[src/design/stok_pkg.sv]
// ----------------------------------------------------------------------------
// stok_pkg
// Shared types, codes and character tables for the source tokenizer.
// ----------------------------------------------------------------------------
package stok_pkg;

    // Token kinds
    localparam logic [4:0] KIND_END       = 5'd0;
    localparam logic [4:0] KIND_ASSIGN    = 5'd1;
    localparam logic [4:0] KIND_PLUS      = 5'd2;
    localparam logic [4:0] KIND_MINUS     = 5'd3;
    localparam logic [4:0] KIND_STAR      = 5'd4;
    localparam logic [4:0] KIND_SLASH     = 5'd5;
    localparam logic [4:0] KIND_LPAREN    = 5'd6;
    localparam logic [4:0] KIND_RPAREN    = 5'd7;
    localparam logic [4:0] KIND_SEMICOLON = 5'd8;
    localparam logic [4:0] KIND_COMMA     = 5'd9;
    localparam logic [4:0] KIND_STRING    = 5'd10;
    localparam logic [4:0] KIND_INT       = 5'd11;
    localparam logic [4:0] KIND_FLOAT     = 5'd12;
    localparam logic [4:0] KIND_IDENT     = 5'd13;
    localparam logic [4:0] KIND_KW_BASE   = 5'd14;
    localparam logic [4:0] KIND_UNKNOWN   = 5'd19;
    localparam logic [4:0] KIND_NONE      = 5'd0;

    localparam int KW_COUNT = 5;

    // Characters with a role of their own
    localparam logic [7:0] CH_SPACE = 8'h20;
    localparam logic [7:0] CH_TAB   = 8'h09;
    localparam logic [7:0] CH_CR    = 8'h0D;
    localparam logic [7:0] CH_LF    = 8'h0A;
    localparam logic [7:0] CH_SLASH = 8'h2F;
    localparam logic [7:0] CH_QUOTE = 8'h22;
    localparam logic [7:0] CH_DOT   = 8'h2E;
    localparam logic [7:0] CH_UNDER = 8'h5F;

    // Lexer modes, one-hot
    typedef enum logic [5:0] {
        MODE_IDLE    = 6'b000001,
        MODE_COMMENT = 6'b000010,
        MODE_STRING  = 6'b000100,
        MODE_INT     = 6'b001000,
        MODE_FLOAT   = 6'b010000,
        MODE_IDENT   = 6'b100000
    } mode_t;

    // One result item
    typedef struct packed {
        logic [4:0]  kind;
        logic [19:0] start;
        logic [19:0] length;
        logic [31:0] value;
        logic [20:0] line;
        logic        last;
    } token_t;

    function automatic logic is_digit(input logic [7:0] c);
        return (c >= 8'h30) && (c <= 8'h39);
    endfunction

    function automatic logic is_alpha(input logic [7:0] c);
        return ((c >= 8'h61) && (c <= 8'h7A)) || ((c >= 8'h41) && (c <= 8'h5A));
    endfunction

    function automatic logic is_word(input logic [7:0] c);
        return is_alpha(c) || is_digit(c) || (c == CH_UNDER);
    endfunction

    function automatic logic is_space(input logic [7:0] c);
        return (c == CH_SPACE) || (c == CH_TAB) || (c == CH_CR) || (c == CH_LF);
    endfunction

    // Operator kind for a byte, KIND_NONE if it is no operator
    function automatic logic [4:0] op_kind(input logic [7:0] c);
        logic [4:0] k;
        case (c)
            8'h3D:   k = KIND_ASSIGN;
            8'h2B:   k = KIND_PLUS;
            8'h2D:   k = KIND_MINUS;
            8'h2A:   k = KIND_STAR;
            8'h28:   k = KIND_LPAREN;
            8'h29:   k = KIND_RPAREN;
            8'h3B:   k = KIND_SEMICOLON;
            8'h2C:   k = KIND_COMMA;
            default: k = KIND_NONE;
        endcase
        return k;
    endfunction

    // Keyword spelling, last character in the lowest byte
    function automatic logic [47:0] kw_text(input int k);
        logic [47:0] t;
        case (k)
            0:       t = 48'("let");
            1:       t = 48'("print");
            2:       t = 48'("int");
            3:       t = 48'("float");
            4:       t = 48'("string");
            default: t = '0;
        endcase
        return t;
    endfunction

    function automatic logic [2:0] kw_len(input int k);
        logic [2:0] n;
        case (k)
            0:       n = 3'd3;
            1:       n = 3'd5;
            2:       n = 3'd3;
            3:       n = 3'd5;
            4:       n = 3'd6;
            default: n = 3'd0;
        endcase
        return n;
    endfunction

    // Character of keyword k at position idx (idx below its length)
    function automatic logic [7:0] kw_char(input int k, input logic [2:0] idx);
        logic [47:0] t;
        int          sh;
        t  = kw_text(k);
        sh = (int'(kw_len(k)) - 1 - int'(idx)) * 8;
        if (sh < 0) begin
            return 8'h00;
        end
        t = t >> sh;
        return t[7:0];
    endfunction

    // Drop the keywords that no longer match after character c at idx
    function automatic logic [4:0] kw_update(input logic [4:0] flags, input logic [31:0] idx,
                                             input logic [7:0] c);
        logic [4:0] res;
        res = flags;
        for (int k = 0; k < KW_COUNT; k++) begin
            if (!((idx < 32'(kw_len(k))) && (kw_char(k, idx[2:0]) == c))) begin
                res[k] = 1'b0;
            end
        end
        return res;
    endfunction

endpackage

[src/design/source_tokenizer_core.sv]
// ----------------------------------------------------------------------------
// source_tokenizer_core
// Streaming lexer: source bytes in, tokens with kind, offset, length, value
// and line out.
//
// One source byte is taken per cycle on the slave side (s_tdata = byte,
// s_tuser = end-of-source mark) and lexed in the same cycle against the
// lexer state registers; each byte yields zero, one or two tokens, which go
// into a four-entry output queue. s_tready is high while the queue has at
// least two free entries, so a byte is taken every cycle as long as the
// master side drains about one token per cycle; the output port (one token
// a cycle) sets the sustained rate for token-dense text. An end mark
// flushes any pending token, gives the end token and returns the lexer to
// its reset state. Bytes past MAX_INPUT_BYTES-1 are dropped without result.
// ----------------------------------------------------------------------------
module source_tokenizer_core
    import stok_pkg::*;
#(
    parameter int MAX_INPUT_BYTES = 1048576
)(
    input  logic        clk,
    input  logic        rst_n,
    input  logic        s_tvalid,
    output logic        s_tready,
    input  logic [7:0]  s_tdata,   // [7:0] in_byte
    input  logic [0:0]  s_tuser,   // [0] end_of_input
    output logic        m_tvalid,
    input  logic        m_tready,
    output logic [95:0] m_tdata,   // [19:0] token_start, [39:20] token_length,
                                   // [71:40] int_value, [92:72] line_number, zero pad
    output logic [4:0]  m_tuser,   // [4:0] token_kind
    output logic        m_tlast    // last_result
);

    localparam int POS_W      = $clog2(MAX_INPUT_BYTES);
    localparam int LINE_W     = $clog2(MAX_INPUT_BYTES + 1);
    localparam int FIFO_DEPTH = 4;
    localparam int PTR_W      = $clog2(FIFO_DEPTH);
    localparam int CNT_W      = $clog2(FIFO_DEPTH + 1);
    localparam logic [POS_W-1:0] POS_LIMIT = POS_W'(MAX_INPUT_BYTES - 1);

    // Lexer state
    mode_t             mode_reg,  mode_next;
    logic              slash_reg, slash_next;
    logic [POS_W-1:0]  tb_reg,    tb_next;
    logic [POS_W-1:0]  pos_reg,   pos_next;
    logic [LINE_W-1:0] line_reg,  line_next;
    logic [31:0]       acc_reg,   acc_next;
    logic [4:0]        flags_reg, flags_next;

    // Output queue
    token_t            fifo_mem [FIFO_DEPTH];
    logic [PTR_W-1:0]  wr_ptr_reg, wr_ptr_next, wr_ptr1;
    logic [PTR_W-1:0]  rd_ptr_reg, rd_ptr_next;
    logic [CNT_W-1:0]  count_reg,  count_next;

    logic              in_fire, end_fire, proc, pop;
    logic [7:0]        c;
    logic [POS_W-1:0]  len;
    logic [31:0]       len32, tb32, pos32, pos1_32, line32;
    logic [4:0]        op, ident_kind;
    logic              mode_pending, do_idle;
    logic              pre_v, sec_v, w0, w1;
    token_t            pre_tok, sec_tok, pend_tok, slash_tok, slot0, slot1, head;

    assign in_fire  = s_tvalid && s_tready;
    assign end_fire = in_fire && s_tuser[0];
    assign proc     = in_fire && !s_tuser[0] && (pos_reg < POS_LIMIT);
    assign c        = s_tdata;
    assign op       = op_kind(c);

    assign len     = pos_reg - tb_reg;
    assign len32   = 32'(len);
    assign tb32    = 32'(tb_reg);
    assign pos32   = 32'(pos_reg);
    assign pos1_32 = 32'(pos_reg) + 32'd1;
    assign line32  = 32'(line_reg);

    assign mode_pending = (mode_reg == MODE_STRING) || (mode_reg == MODE_INT) ||
                          (mode_reg == MODE_FLOAT)  || (mode_reg == MODE_IDENT);

    // Resolve identifier against the keywords, lowest index first
    always_comb
    begin
        ident_kind = KIND_IDENT;
        for (int k = KW_COUNT - 1; k >= 0; k--) begin
            if (flags_reg[k] && (len32 == 32'(kw_len(k)))) begin
                ident_kind = KIND_KW_BASE + 5'(k);
            end
        end
    end

    // Build the pending token and the held slash
    always_comb
    begin
        pend_tok        = '0;
        pend_tok.start  = tb32[19:0];
        pend_tok.length = len32[19:0];
        pend_tok.line   = line32[20:0];
        case (mode_reg)
            MODE_STRING: pend_tok.kind = KIND_STRING;
            MODE_INT:
            begin
                pend_tok.kind  = KIND_INT;
                pend_tok.value = acc_reg;
            end
            MODE_FLOAT:  pend_tok.kind = KIND_FLOAT;
            MODE_IDENT:  pend_tok.kind = ident_kind;
            default:     pend_tok.kind = KIND_END;
        endcase

        slash_tok        = '0;
        slash_tok.kind   = KIND_SLASH;
        slash_tok.start  = tb32[19:0];
        slash_tok.length = 20'd1;
        slash_tok.line   = line32[20:0];
    end

    // Lex one byte: next state and up to two tokens
    always_comb
    begin
        mode_next  = mode_reg;
        slash_next = slash_reg;
        tb_next    = tb_reg;
        pos_next   = pos_reg;
        line_next  = line_reg;
        acc_next   = acc_reg;
        flags_next = flags_reg;
        pre_v      = 1'b0;
        pre_tok    = pend_tok;
        sec_v      = 1'b0;
        do_idle    = 1'b0;

        sec_tok        = '0;
        sec_tok.start  = pos32[19:0];
        sec_tok.length = 20'd1;
        sec_tok.line   = line32[20:0];

        if (end_fire) begin
            // Flush, emit end token, return to reset state
            if (slash_reg) begin
                pre_v   = 1'b1;
                pre_tok = slash_tok;
            end else begin
                pre_v = mode_pending;
            end
            sec_v          = 1'b1;
            sec_tok.kind   = KIND_END;
            sec_tok.length = 20'd0;
            mode_next      = MODE_IDLE;
            slash_next     = 1'b0;
            tb_next        = '0;
            pos_next       = '0;
            line_next      = LINE_W'(1);
            acc_next       = '0;
            flags_next     = 5'h1F;
        end else if (proc) begin
            pos_next   = pos_reg + POS_W'(1);
            slash_next = 1'b0;
            if (slash_reg) begin
                if (c == CH_SLASH) begin
                    mode_next = MODE_COMMENT;
                end else begin
                    pre_v   = 1'b1;
                    pre_tok = slash_tok;
                    do_idle = 1'b1;
                end
            end else begin
                case (mode_reg)
                    MODE_COMMENT:
                    begin
                        if (c == CH_LF) begin
                            do_idle = 1'b1;
                        end
                    end
                    MODE_STRING:
                    begin
                        if (c == CH_QUOTE) begin
                            pre_v     = 1'b1;
                            mode_next = MODE_IDLE;
                        end else if (c == CH_LF) begin
                            line_next = line_reg + LINE_W'(1);
                        end
                    end
                    MODE_INT:
                    begin
                        if (is_digit(c)) begin
                            acc_next = (acc_reg << 3) + (acc_reg << 1) + 32'(c[3:0]);
                        end else if (c == CH_DOT) begin
                            mode_next = MODE_FLOAT;
                        end else begin
                            pre_v   = 1'b1;
                            do_idle = 1'b1;
                        end
                    end
                    MODE_FLOAT:
                    begin
                        if (!is_digit(c)) begin
                            pre_v   = 1'b1;
                            do_idle = 1'b1;
                        end
                    end
                    MODE_IDENT:
                    begin
                        if (is_word(c)) begin
                            flags_next = kw_update(flags_reg, len32, c);
                        end else begin
                            pre_v   = 1'b1;
                            do_idle = 1'b1;
                        end
                    end
                    default: do_idle = 1'b1;
                endcase
            end

            // Lex the byte from idle
            if (do_idle) begin
                mode_next = MODE_IDLE;
                if (is_space(c)) begin
                    if (c == CH_LF) begin
                        line_next = line_reg + LINE_W'(1);
                    end
                end else if (c == CH_SLASH) begin
                    slash_next = 1'b1;
                    tb_next    = pos_reg;
                end else if (op != KIND_NONE) begin
                    sec_v        = 1'b1;
                    sec_tok.kind = op;
                end else if (c == CH_QUOTE) begin
                    mode_next = MODE_STRING;
                    tb_next   = pos1_32[POS_W-1:0];
                end else if (is_digit(c)) begin
                    mode_next = MODE_INT;
                    tb_next   = pos_reg;
                    acc_next  = 32'(c[3:0]);
                end else if (is_alpha(c) || (c == CH_UNDER)) begin
                    mode_next  = MODE_IDENT;
                    tb_next    = pos_reg;
                    flags_next = kw_update(5'h1F, 32'd0, c);
                end else begin
                    sec_v        = 1'b1;
                    sec_tok.kind = KIND_UNKNOWN;
                end
            end
        end
    end

    // Lexer state registers
    always_ff @(posedge clk or negedge rst_n)
    begin
        if (!rst_n) begin
            mode_reg  <= MODE_IDLE;
            slash_reg <= 1'b0;
            tb_reg    <= '0;
            pos_reg   <= '0;
            line_reg  <= LINE_W'(1);
            acc_reg   <= '0;
            flags_reg <= 5'h1F;
        end else begin
            mode_reg  <= mode_next;
            slash_reg <= slash_next;
            tb_reg    <= tb_next;
            pos_reg   <= pos_next;
            line_reg  <= line_next;
            acc_reg   <= acc_next;
            flags_reg <= flags_next;
        end
    end

    // Order the tokens of this byte into queue slots
    always_comb
    begin
        w0         = pre_v || sec_v;
        w1         = pre_v && sec_v;
        slot0      = pre_v ? pre_tok : sec_tok;
        slot0.last = !w1;
        slot1      = sec_tok;
        slot1.last = 1'b1;
    end

    assign wr_ptr1 = wr_ptr_reg + PTR_W'(1);
    assign pop     = m_tvalid && m_tready;

    // Write queue entries
    always_ff @(posedge clk)
    begin
        if (w0) begin
            fifo_mem[wr_ptr_reg] <= slot0;
        end
        if (w1) begin
            fifo_mem[wr_ptr1] <= slot1;
        end
    end

    // Advance queue pointers and fill count
    always_comb
    begin
        wr_ptr_next = wr_ptr_reg + PTR_W'(w0) + PTR_W'(w1);
        rd_ptr_next = rd_ptr_reg + PTR_W'(pop);
        count_next  = count_reg + CNT_W'(w0) + CNT_W'(w1) - CNT_W'(pop);
    end

    always_ff @(posedge clk or negedge rst_n)
    begin
        if (!rst_n) begin
            wr_ptr_reg <= '0;
            rd_ptr_reg <= '0;
            count_reg  <= '0;
        end else begin
            wr_ptr_reg <= wr_ptr_next;
            rd_ptr_reg <= rd_ptr_next;
            count_reg  <= count_next;
        end
    end

    // Drive the ports
    assign s_tready = count_reg <= CNT_W'(FIFO_DEPTH - 2);
    assign m_tvalid = count_reg != '0;
    assign head     = fifo_mem[rd_ptr_reg];
    assign m_tdata  = {3'b000, head.line, head.value, head.length, head.start};
    assign m_tuser  = head.kind;
    assign m_tlast  = head.last;

`ifndef SYNTH
    // Queue never overfills
    assert property (@(posedge clk) disable iff (!rst_n)
        count_reg <= CNT_W'(FIFO_DEPTH))
        else $error("output queue overfilled");

    // A held slash only stands with no token in progress
    assert property (@(posedge clk) disable iff (!rst_n)
        slash_reg |-> (mode_reg == MODE_IDLE))
        else $error("slash held while a token is open");

    // End mark returns the lexer to its reset position and line
    assert property (@(posedge clk) disable iff (!rst_n)
        (s_tvalid && s_tready && s_tuser[0]) |=> ((pos_reg == '0) && (line_reg == LINE_W'(1))))
        else $error("end mark did not restart the lexer");
`endif

endmodule

[config.mk]
export PLATFORM = sky130hd
export DESIGN_NAME = source_tokenizer_core
export DESIGN_NICKNAME = d
export VERILOG_FILES = /design/src/design/stok_pkg.sv /design/src/design/source_tokenizer_core.sv
export SDC_FILE = /design/constraint.sdc
export NUM_CORES = 1
export LEC_CHECK = 0
export BUFFER_PORTS_ARGS = -buffer_cell sky130_fd_sc_hd__buf_4
export CAP_MARGIN = 30
export CELL_PAD_IN_SITES_DETAIL_PLACEMENT = 1
export CELL_PAD_IN_SITES_GLOBAL_PLACEMENT = 1
export CORE_MARGIN = 2
export CORE_UTILIZATION = 53
export DETAILED_ROUTE_END_ITERATION = 8
export GPL_TIMING_DRIVEN = 0
export PLACE_DENSITY_LB_ADDON = 0.12
export SLEW_MARGIN = 20
export SYNTH_ARGS = -nofsm -noshare
export SYNTH_HDL_FRONTEND = slang
export SYNTH_SLANG_ARGS = --single-unit
export TNS_END_PERCENT = 50
[constraint.sdc]
create_clock -name clk -period 7.2 [get_ports clk]
set_clock_uncertainty 0.05 [all_clocks]
set_input_delay 0.36 -clock clk [delete_from_list [all_inputs] [get_ports clk]]
set_output_delay 0.36 -clock clk [all_outputs]
set_load 0.01 [all_outputs]
# Word level (Yosys, flattened, before mapping)
# Memory sizes are Yosys's and may differ from the RTL's.
# Cells that the tools add are included.
# Widths: inputs -> output; s select.
# totals
ff_bits	112
mem_bits_rw	396
mem_count	1
in_bits	13
output_inout_bits	104
# op_classes
eq_ne	40
order_cmp	20
n_shift	10
n_reduce_logical	45
n_addsub	22
mux	372
# mem_list
memory	words	word_bits	read_ports	rd_clocked_by_memory_dff	wr	line_no	text
fifo_mem	4	99	1	0	2	source_tokenizer_core.sv:52	token_t fifo_mem [FIFO_DEPTH];
# ops
op	count
$mux 48	70
$mux 8	86
$mux 99	6
$shr 48x32->8	10
$mux 32	12
$mux 20	11
$mux 21	9
$mux 5	26
$mux 3	42
$eq 8x6->1 const B	12
$mux 1	91
$mux 6	14
$eq 8x8->1	10
$lt 20x3->1	3
$add 20x1->20 const B	2
$eq 20x3->1 const B	2
$add 32x32->32	1
$add 32x4->32	1
$pmux 4 s8	1
$eq 8x4->1 const B	3
$logic_and 1x1->1	24
$lt 8x1->1 const B	3
$sub 3x1->4 const B	6
$add 21x1->21 const B	1
37 further kinds	63

# Longest topological paths before layout
# Gate-level depths: netlist (run 1).
# logic_depth
ltp_word	47
mapped_depth	16
ltp_nobuf	15

# Worst setup path after synthesis (run 1)
# OpenSTA, ideal clock, no wires.
# synth_timing
path_type	input to register
from	input port s_tdata[6]
to	memory fifo_mem[2][10] (netlist name) (enable)
stages	12
setup_time_ns	0.427
arrival_time_ns	3.945
required_ns	6.723
n_path_buf	3
setup_slack_ns	2.778
path_cell_list	buf_2 or4_4 o311ai_1 a31oi_1 and3_1 buf_6 nor4_4 nor2_2 nand2_2 nand2_1 nand2_1 clkbuf_1
# synth_rtl
element	line_no	text
from (decl)	source_tokenizer_core.sv:25	input logic [7:0] s_tdata,
to (decl)	source_tokenizer_core.sv:52	

==> results.yml, run 1 <==
drt:
  iteration_0_drc_markers: 2108
  route.detailed.drc: 0
  dr_total_vias: 22800
  drt-pass1-iter-count: 6
  avgRoutedWirePerCell_um: 26.6
  ant_nets: 0
  postRouteWirelength_um: 93700
  route.detailed.vias_per_inst: 6.48
placement:
  placed_area_mm2: 0.0284
  dp_worst_setup_slack_ps: 2380
  routabilityCongestion: 0.920
  io_buffer_count: 112
  dp.cells: 3409
  hpwlAfterDp_um: 66400
die:
  die_width_um: 227
  row_count: 81
  chip_height_um: 227
  floorplan.initialDensity_pct: 53.8
  design.die.area_mm2: 0.0517
  i_o_pins: 117
  fp.coreArea_mm2: 0.0492
cells_and_area:
  nets: 2928
  layoutNonFillerInstCount: 3521
  sequential_cell_area_mm2: 0.0126
  area_growth_syn_to_layout_pct: 14.5
  fillerInstances: 5387
  post_route_cells_drive_above_1_share_pct: 14.8
  footprint_of_the_multi_input_gates_mm2: 0.0128
  antennaDiodeCount: 0
  stdcell_area_mm2: 0.0303
  largest_register_ffs: 396
clock_network:
  postCtsSetupBuffers: 0
  clock_latency_ps: 640
  cts_tree: "done"
  clockRootBuffer: "clkbuf_16"
  cts-buffers-inserted: 54
  h_tree_level_count: 2
  buffer_levels_on_the_longest_clock_path: 3
  worst_setup_hold_path_clk_slew_ps: 60
  clock-sinks: 508
sta:
  fmax_mhz: 197
  least_margin_pin_slew_ps: 1040
  slew_headroom_pct: 30.7
  final.min_clock_period_ps: 5080
  worst_slack_ps: 2120
  setup_viol: 0
  final-hold-violation-count: 0
  timing.setup.tns_ps: 0
  finalCritPeriodShare_pct: 70.5
  report.final.slew_viol_count: 0
  rsz0062_at_grt: "no"
worst_setup_path:
  crit_path_start_kind: "flop"
  end_kind: "flop"
  timing_worst_setup_path_type: "flop to flop"
  crit_path_max_fanout: 10
  cp_data_arrival_time_ps: 5370
  critPathRequiredTime_ps: 7500
status:
  status: "completed"
pwr:
  max-vdd-ir-drop_uv: 515
  p_leak_uw: 0.0114
  power_density_normalized_to_cell_area_mw_per_mm2: 340
logic_synthesis:
  synth_seq_area_share_pct: 47.7
  synth_edf_count: 188
  post_synth_instance_area_mm2: 0.0265
  asyncSetResetFlopFracSynth_pct: 22.0
  synth_seq_cells: 508
  synth.lib_cells_used.distinct: 93
  post_synth.cell_area_avg_um2: 10.1
  synth_warnings: 0
  synth_cells: 2620
  synthFlopType: "dfxtp_1"
grt:
  grt_pass1_wl_um: 143000
  via_count_of_the_first_global_routing_pass: 23900
  grt.total_usage_pct: 36.4
  maximum_number_of_pins_on_one_net_before_global_route_repair: 61
  global_route.overflow_total: 0
  grt_antenna_before_repair: 0
hold_path:
  worst_hold_path_type: "primary input to flop"
flow_run:
  max_cap_violations: 0
## through the flow
stage,hold slack [ps],utilization [%],power (uW)
after detailed placement,318,57.7,7320
final,64.7,61.7,10300
after CTS,26.7,61.4,10200
after global placement,379,57.2,7130
after floorplan,14.4,-,5820
after global routing,38.4,61.7,10700
## metal layers
layer | vias to the layer above | wire length, um | track usage (%)
met5 | - | 0 | 0
met4 | 0 | 3280 | 13.5
met3 | 203 | 6520 | 5.34
met2 | 964 | 44800 | 59.7
met1 | 11700 | 39100 | 49.3
li1 | 9914 | - | -
## layout by cell type (no fill, tap or decap), types with 34 or more instances in the layout
| cell | netlist | final |
|---|---|---|
| buf_4 | 5 | 117 |
| o21ai_0 | 363 | 363 |
| ha_1 | 97 | 97 |
| nor3_1 | 35 | 34 |
| dfxtp_1 | 208 | 208 |
| edfxtp_1 | 188 | 188 |
| clkbuf_1 | 111 | 124 |
| buf_2 | 45 | 45 |
| inv_1 | 64 | 62 |
| xnor2_1 | 48 | 47 |
| xor2_1 | 40 | 40 |
| nand2_1 | 405 | 405 |
| a21oi_1 | 63 | 63 |
| clkbuf_16 | 0 | 55 |
| dfrtp_1 | 105 | 105 |
| and2_1 | 50 | 50 |
| a22o_1 | 35 | 35 |
| nor2_1 | 115 | 115 |
| mux4_2 | 99 | 99 |
| nand3_1 | 90 | 90 |
| nor2b_1 | 46 | 46 |
## timing repair
| item | CTS | global route |
|---|---|---|
| hold buffers | 1 | 0 |
| endpoints found under the hold margin | 51 | 0 |
| gates resized for setup | 0 | 0 |
## logic make-up (layout without fill, tap and decap cells)
group	count (synthesis)	in the layout	synth area share, %
AND/OR/NAND/NOR	871	871	15.7
multiplexers	110	110	8.85
flip-flops	508	508	47.7
buffers and inverters	244	479	3.83
other	1	3	0.0142
AO/OA/AOI/OAI	695	695	16.0
adder cells (fa/ha/maj)	103	103	5.04
XOR/XNOR	88	88	2.91
## cell usage after synthesis, types with 13 or more instances
| library cell | instances | area, um2 |
|---|---|---|
| clkbuf_1 | 111 | 417 |
| o22ai_1 | 15 | 93.8 |
| a21o_1 | 27 | 203 |
| nand4_1 | 17 | 106 |
| buf_2 | 45 | 225 |
| o21a_1 | 19 | 143 |
| dfrtp_1 | 105 | 2630 |
| inv_1 | 64 | 240 |
| nand3_1 | 90 | 450 |
| mux4_2 | 99 | 2230 |
| nand2b_1 | 15 | 93.8 |
| or3_1 | 16 | 100 |
| and3_1 | 24 | 150 |
| nor2_1 | 115 | 432 |
| xor2_1 | 40 | 350 |
| o31ai_1 | 19 | 143 |
| a21oi_1 | 63 | 315 |
| o211ai_1 | 13 | 97.6 |
| edfxtp_1 | 188 | 5650 |
| a31oi_1 | 15 | 93.8 |
| a211oi_1 | 23 | 173 |
| and2_1 | 50 | 313 |
| o21ai_0 | 363 | 1820 |
| dfxtp_1 | 208 | 4160 |
| nor2b_1 | 46 | 288 |
| o21ai_1 | 24 | 120 |
| ha_1 | 97 | 1210 |
| nor3_1 | 35 | 175 |
| nand2_1 | 405 | 1520 |
| a22o_1 | 35 | 307 |
| xnor2_1 | 48 | 420 |
## cell type report
cell class                      instances  share of cell area (%)
Multi-Input combinational cell       1870                    42.4
Sequential cell                       508                    41.6
Clock buffer                           79                    5.17
Timing Repair Buffer                  134                    3.81
Tap cell                              664                    2.74
Buffer                                176                    2.52
Clock inverter                         22                   0.867
Inverter                               68                   0.859
## critical path, stage by stage (launching register included)
cell and delay (ps):
dfrtp_1 500, ha_1 270, and3_1 300, nand4_1 460, o211ai_1 450, buf_2 370
nor4_4 110, nor2_2 410, nand2_2 160, nand2_1 470, buf_2 420, clkbuf_1 590
o22ai_1 200
## final timing paths
kind,start,end,slack [ps],cells after the start
max reg2reg,pos_reg[1],fifo_mem[2][94],2120,12
max,pos_reg[1],fifo_mem[2][94],2120,12
min,m_tready,rd_ptr_reg[0],60,3
min reg2reg,fifo_mem[1][36],fifo_mem[1][36],400,2
min in group asynchronous,rst_n,line_reg[19],220,2
max in group asynchronous,rst_n,mode_reg[0],6080,3
## power by group
| group | switching [uW] | internal, uW | total (uW) |
|---|---|---|---|
| registers | 139 | 3240 | 3380 |
| logic | 2580 | 1480 | 4050 |
| clock network | 1230 | 1630 | 2870 |
Power figures use the tool's default switching activity.
==> run 2: changes to the inputs <==
--- a/config.mk
+++ b/config.mk
@@ -10,7 +10,7 @@
 export CELL_PAD_IN_SITES_DETAIL_PLACEMENT = 1
 export CELL_PAD_IN_SITES_GLOBAL_PLACEMENT = 1
 export CORE_MARGIN = 2
-export CORE_UTILIZATION = 53
+export CORE_UTILIZATION = 49
 export DETAILED_ROUTE_END_ITERATION = 8
 export GPL_TIMING_DRIVEN = 0
 export PLACE_DENSITY_LB_ADDON = 0.12
==> constraint.sdc (replaced) <==
create_clock -name clk -period 5 [get_ports clk]
set_clock_uncertainty 0.05 [all_clocks]
set_input_delay 0.25 -clock clk [delete_from_list [all_inputs] [get_ports clk]]
set_output_delay 0.25 -clock clk [all_outputs]
set_load 0.01 [all_outputs]
==> results.yml, run 2 (synthesis results as in run 1) <==
cells_and_area:
  most-common-layout-cells: "nand2_1 (405), o21ai_0 (363), dfxtp_1 (208)"
  layoutNonFillerInstCount: 3557
  area_growth_syn_to_layout_pct: 14.8
  post_route_cells_drive_above_1_share_pct: 14.8
  largest_register_ffs: 396
  utilization_pct: 56.7
  antennaDiodeCount: 0
  nets: 2932
  layout_commonest_cell: "nand2_1"
worst_setup_path:
  cp_data_arrival_time_ps: 5170
  cp_cell_sequence: "clkbuf_1 > inv_1 > ha_1 > fa_1 > nor2b_1 > o22ai_1 > xor2_2 > o211ai_1 > or4_1 > nor3_1 > nand2_1 > o41ai_1 > a32o_1 > o22ai_1"
  timing_worst_setup_path_type: "flop to flop"
  end_kind: "flop"
  timing.critical_path.slowest_cell_delay_ps: 590
  path_common_cell: "o22ai_1"
  critPathRequiredTime_ps: 5310
  worst-path-buf-inv: 2
  cp_slowest_cell: "or4_1"
  critical_path.top_delay_family: "simple AND/OR/NAND/NOR gates"
  crit_path_start_kind: "flop"
  crit_path_max_fanout: 8
placement:
  routabilityCongestion: 0.910
  dp.cells: 3444
  dp_worst_setup_slack_ps: 214
  hpwlAfterDp_um: 65700
  io_buffer_count: 112
pwr:
  power_density_normalized_to_cell_area_mw_per_mm2: 486
  power.internal_uw: 9110
  max-vdd-ir-drop_uv: 450
  swShare_pct: 38.3
  clockPowerShare_pct: 28.0
  netSwitchingPower_uw: 5660
  p_seq_share_pct: 32.9
  pwr-share-comb_pct: 39.2
  report.power.total_uw: 14800
  p_leak_uw: 0.0114
sta:
  rsz0062_at_grt: "no"
  final.min_clock_period_ps: 4860
  timing.setup.tns_ps: 0
  slew_headroom_pct: 28.6
  fmax_mhz: 206
  final-hold-violation-count: 0
  finalCritPeriodShare_pct: 97.2
  setup_viol: 0
  least_margin_pin_slew_ps: 1070
  report.final.slew_viol_count: 0
  worst_slack_ps: 138
drt:
  avgRoutedWirePerCell_um: 25.6
  route.detailed.drc: 0
  ant_nets: 0
  dr_total_vias: 22200
  route.detailed.vias_per_inst: 6.25
  postRouteWirelength_um: 91000
  iteration_0_drc_markers: 1873
  drt-pass1-iter-count: 7
grt:
  grt_antenna_before_repair: 0
  via_count_of_the_first_global_routing_pass: 23300
  grt.total_usage_pct: 32.5
  maximum_number_of_pins_on_one_net_before_global_route_repair: 58
  grt_pass1_wl_um: 139000
  global_route.overflow_total: 0
hold_path:
  worst_hold_path_type: "primary input to flop"
clock_network:
  clockRootBuffer: "clkbuf_16"
  worst_setup_hold_path_clk_slew_ps: 60
  h_tree_level_count: 2
  cts-buffers-inserted: 55
  cts_tree: "done"
  clock_latency_ps: 630
  clock-sinks: 508
  buffer_levels_on_the_longest_clock_path: 3
die:
  row_count: 85
  die_width_um: 236
  design.die.area_mm2: 0.0559
  floorplan.initialDensity_pct: 49.4
  fp.coreArea_mm2: 0.0536
  chip_height_um: 236
  i_o_pins: 117
flow_run:
  max_cap_violations: 0
status:
  status: "completed"
==> run 2: changes by cell type in the layout (fill, tap and decap cells not counted), moves of 2 or more <==
cell	previous run	this run
inv_6	2	0
dlygate4sd3_1	1	4
clkbuf_8	10	7
buf_8	3	0
clkbuf_1	124	122
clkinv_4	0	3
clkinv_1	3	6
==> run 2: per-layer routing <==
metal / up-vias / wire length [um] / track usage, %
met5: - / 0 / 0
met4: 0 / 2980 / 11.1
met3: 174 / 6180 / 5.91
met2: 756 / 42900 / 52.8
met1: 11400 / 39000 / 43.8
li1: 9944 / - / -
==> run 2: timing repair <==
action                                  in CTS  in global routing
endpoints found under the setup margin       0                 22
hold buffers                                 4                  0
gates resized for setup                      0                  2
endpoints found under the hold margin       60                  0
setup buffers                                0                  1
==> run 2: worst paths after layout <==
check / cells after the start / start / end / slack (ps)
hold reg to reg: 2 / fifo_mem[0][23] / fifo_mem[0][23] / 400
min in group asynchronous: 2 / rst_n / acc_reg[30] / 150
setup reg to reg: 14 / pos_reg[0] / fifo_mem[1][94] / 140
max in group asynchronous: 3 / rst_n / tb_reg[13] / 3980
hold / removal: 4 / s_tdata[4] / mode_reg[4] / 110
setup / recovery: 14 / pos_reg[0] / fifo_mem[1][94] / 140
==> run 2: layout make-up <==
| type | count | area, um2 |
|---|---|---|
| clock inverters | 26 | 282 |
| repair buffers | 137 | 1160 |
| fillers | 5922 | 23200 |
| well taps | 696 | 871 |
| inverters | 68 | 260 |
| plain buffers | 176 | 764 |
| multi-input cells | 1870 | 12900 |
| clock buffers | 76 | 1550 |
| flip-flops and latches | 508 | 12600 |
==> run 2: worst register-to-register path: stages (launching register included) <==
cell and delay, ps:
dfrtp_1 350, clkbuf_1 310, inv_1 150, ha_1 250, fa_1 450, nor2b_1 230
o22ai_1 170, xor2_2 280, o211ai_1 140, or4_1 590, nor3_1 420, nand2_1 170
o41ai_1 530, a32o_1 370, o22ai_1 130
==> run 2: metrics by stage <==
| stage | hold WS, ps | instance area [um2] |
|---|---|---|
| final | 109 | 30400 |
| after global routing | 179 | 30400 |
| after CTS | 67.9 | 30300 |
| after detailed placement | 234 | 28400 |
| after global placement | 379 | 28200 |
| after floorplan | -95.6 | 26500 |
==> run 2: power by group through the flow <==
stage | logic [uW] | registers [uW] | clock network, uW
after floorplan | 3510 | 4880 | 0
after global placement | 5350 | 4920 | 0
after detailed placement | 5630 | 4940 | 0
after CTS | 5660 | 4850 | 4170
after global routing | 6190 | 4880 | 4350
final | 5780 | 4850 | 4130
==> run 3: changes to the inputs <==
--- a/config.mk
+++ b/config.mk
@@ -5,13 +5,13 @@
 export SDC_FILE = /design/constraint.sdc
 export NUM_CORES = 1
 export LEC_CHECK = 0
-export BUFFER_PORTS_ARGS = -buffer_cell sky130_fd_sc_hd__buf_4
 export CAP_MARGIN = 30
 export CELL_PAD_IN_SITES_DETAIL_PLACEMENT = 1
 export CELL_PAD_IN_SITES_GLOBAL_PLACEMENT = 1
 export CORE_MARGIN = 2
-export CORE_UTILIZATION = 49
+export CORE_UTILIZATION = 51
 export DETAILED_ROUTE_END_ITERATION = 8
+export DONT_BUFFER_PORTS = 1
 export GPL_TIMING_DRIVEN = 0
 export PLACE_DENSITY_LB_ADDON = 0.12
 export SLEW_MARGIN = 20
==> results.yml, run 3 (synthesis results as in run 1) <==
worst_setup_path:
  crit_end: "fifo_mem[2][96]"
  crit_cells: 14
  crit_path_start_kind: "flop"
  rr_worst_depth: 14
  cp_slowest_cell: "or4_1"
  critPathRequiredTime_ps: 5300
  r2r_start: "pos_reg[0]"
  crit_path_max_fanout: 8
  critical_path.top_delay_family: "simple AND/OR/NAND/NOR gates"
  cp_cell_sequence: "clkbuf_2 > inv_1 > ha_1 > fa_1 > nor2b_1 > o22ai_1 > xor2_1 > o211ai_1 > or4_1 > nor4_2 > and4b_1 > nand4_1 > a32oi_1 > o21ai_0"
  timing.critical_path.slowest_cell_delay_ps: 610
  timing_worst_setup_path_type: "flop to flop"
  end_kind: "flop"
  cp_data_arrival_time_ps: 5020
  worst_setup_path_startpoint: "pos_reg[0]"
  worst-path-buf-inv: 2
  reg2reg_to: "fifo_mem[2][96]"
  regToRegSetupSlack_ps: 280
clock_network:
  h_tree_level_count: 2
  clockRootBuffer: "clkbuf_16"
  clock_latency_ps: 630
  cts_tree: "done"
  worst_setup_hold_path_clk_slew_ps: 70
  clock-sinks: 508
  cts-buffers-inserted: 54
  buffer_levels_on_the_longest_clock_path: 3
grt:
  global_route.overflow_total: 0
  via_count_of_the_first_global_routing_pass: 22700
  grt.total_usage_pct: 34.3
  grt_pass1_wl_um: 140000
  maximum_number_of_pins_on_one_net_before_global_route_repair: 113
  grt_antenna_before_repair: 1
sta:
  final-hold-violation-count: 0
  finalCritPeriodShare_pct: 94.4
  least_margin_pin_slew_ps: 1060
  fmax_mhz: 212
  slew_headroom_pct: 28.3
  final.min_clock_period_ps: 4720
  report.final.slew_viol_count: 0
  worst_slack_ps: 279
  fin_hold_ws_ps: 34.7
  setup_viol: 0
  rsz0062_at_grt: "no"
pwr:
  max-vdd-ir-drop_uv: 420
  p_leak_uw: 0.0109
  power_density_normalized_to_cell_area_mw_per_mm2: 491
  report.power.total_uw: 14500
drt:
  route.detailed.drc: 0
  avgRoutedWirePerCell_um: 26.8
  ant_nets: 0
  postRouteWirelength_um: 91700
  dr_total_vias: 21800
  drt-pass1-iter-count: 5
  iteration_0_drc_markers: 1734
  route.detailed.vias_per_inst: 6.38
cells_and_area:
  footprint_of_the_multi_input_gates_mm2: 0.0129
  sequential_cell_area_mm2: 0.0126
  layoutNonFillerInstCount: 3426
  fillerInstances: 5664
  utilization_pct: 57.5
  nets: 2817
  area_growth_syn_to_layout_pct: 11.5
  layout_commonest_cell: "nand2_1"
  post_route_cells_drive_above_1_share_pct: 11.3
  most-common-layout-cells: "nand2_1 (405), o21ai_0 (363), dfxtp_1 (208)"
  antennaDiodeCount: 0
  largest_register_ffs: 396
die:
  row_count: 83
  fp.coreArea_mm2: 0.0513
  die_width_um: 232
  chip_height_um: 232
  design.die.area_mm2: 0.0537
  i_o_pins: 117
  floorplan.initialDensity_pct: 51.6
placement:
  io_buffer_count: 0
  hpwlAfterDp_um: 65900
  routabilityCongestion: 0.927
  dp_worst_setup_slack_ps: 198
  dp.cells: 3314
flow_run:
  max_cap_violations: 0
hold_path:
  worst_hold_path_type: "primary input to flop"
status:
  status: "completed"
run 3: cell types whose count changed in the layout (fill, tap and decap cells not counted), moves of 2 or more:
cell | before | now
clkbuf_8 | 7 | 9
buf_6 | 17 | 14
clkinvlp_4 | 3 | 0
clkinv_2 | 9 | 11
bufinv_16 | 3 | 5
buf_4 | 118 | 6
clkbuf_2 | 0 | 3
run 3: per-stage QoR:
step           instance area, um2  setup TNS (ps)
2_1_floorplan               26500               0
3_3_place_gp                27300         -153760
3_5_place_dp                27500               0
4_1_cts                     29400               0
5_1_grt                     29500               0
6_report                    29500               0
run 3: final cells by class:
cell class	instances	share of cell area [%]
tap	680	2.88
inverter	68	0.882
multi-input combinational	1870	43.6
buffer	176	2.60
sequential	508	42.8
timing repair buffer	23	1.07
clock inverter	24	0.992
clock buffer	77	5.25
run 3: how the worst min path moves through the flow:
stage | slack, ps | startpoint | to | cells past startpoint
4_1_cts | 7 | s_tdata[4] | mode_reg[1] | 4
5_1_grt | 20 | s_tuser | line_reg[0] | 2
3_3_place_gp | -80 | rst_n | acc_reg[30] | 0
6_report | 30 | s_tuser | line_reg[0] | 2
3_5_place_dp | -80 | rst_n | acc_reg[31] | 0
2_1_floorplan | -100 | rst_n | acc_reg[0] | 0
run 3: routing by layer:
metal | track usage [%] | vias up | part of all wire, %
met5 | 0 | - | 0
met4 | 9.21 | 0 | 2.5
met3 | 6.39 | 151 | 6.9
met2 | 56.0 | 722 | 47
met1 | 46.9 | 11300 | 43
li1 | - | 9713 | -
run 3: power by group:
part / switching (uW) / total [uW] / internal, uW
Combinational: 3630 / 5440 / 1810
Sequential: 193 / 4860 / 4670
Clock: 1780 / 4210 / 2430
Total: 5600 / 14500 / 8900
run 3: repair_timing:
| item | 4_1_cts | 5_1_grt |
|---|---|---|
| buffers inserted | 0 | 0 |
| gates resized for setup | 0 | 7 |
| endpoints found under the setup margin | 0 | 25 |
| hold buffers | 6 | 0 |
| endpoints found under the hold margin | 121 | 0 |
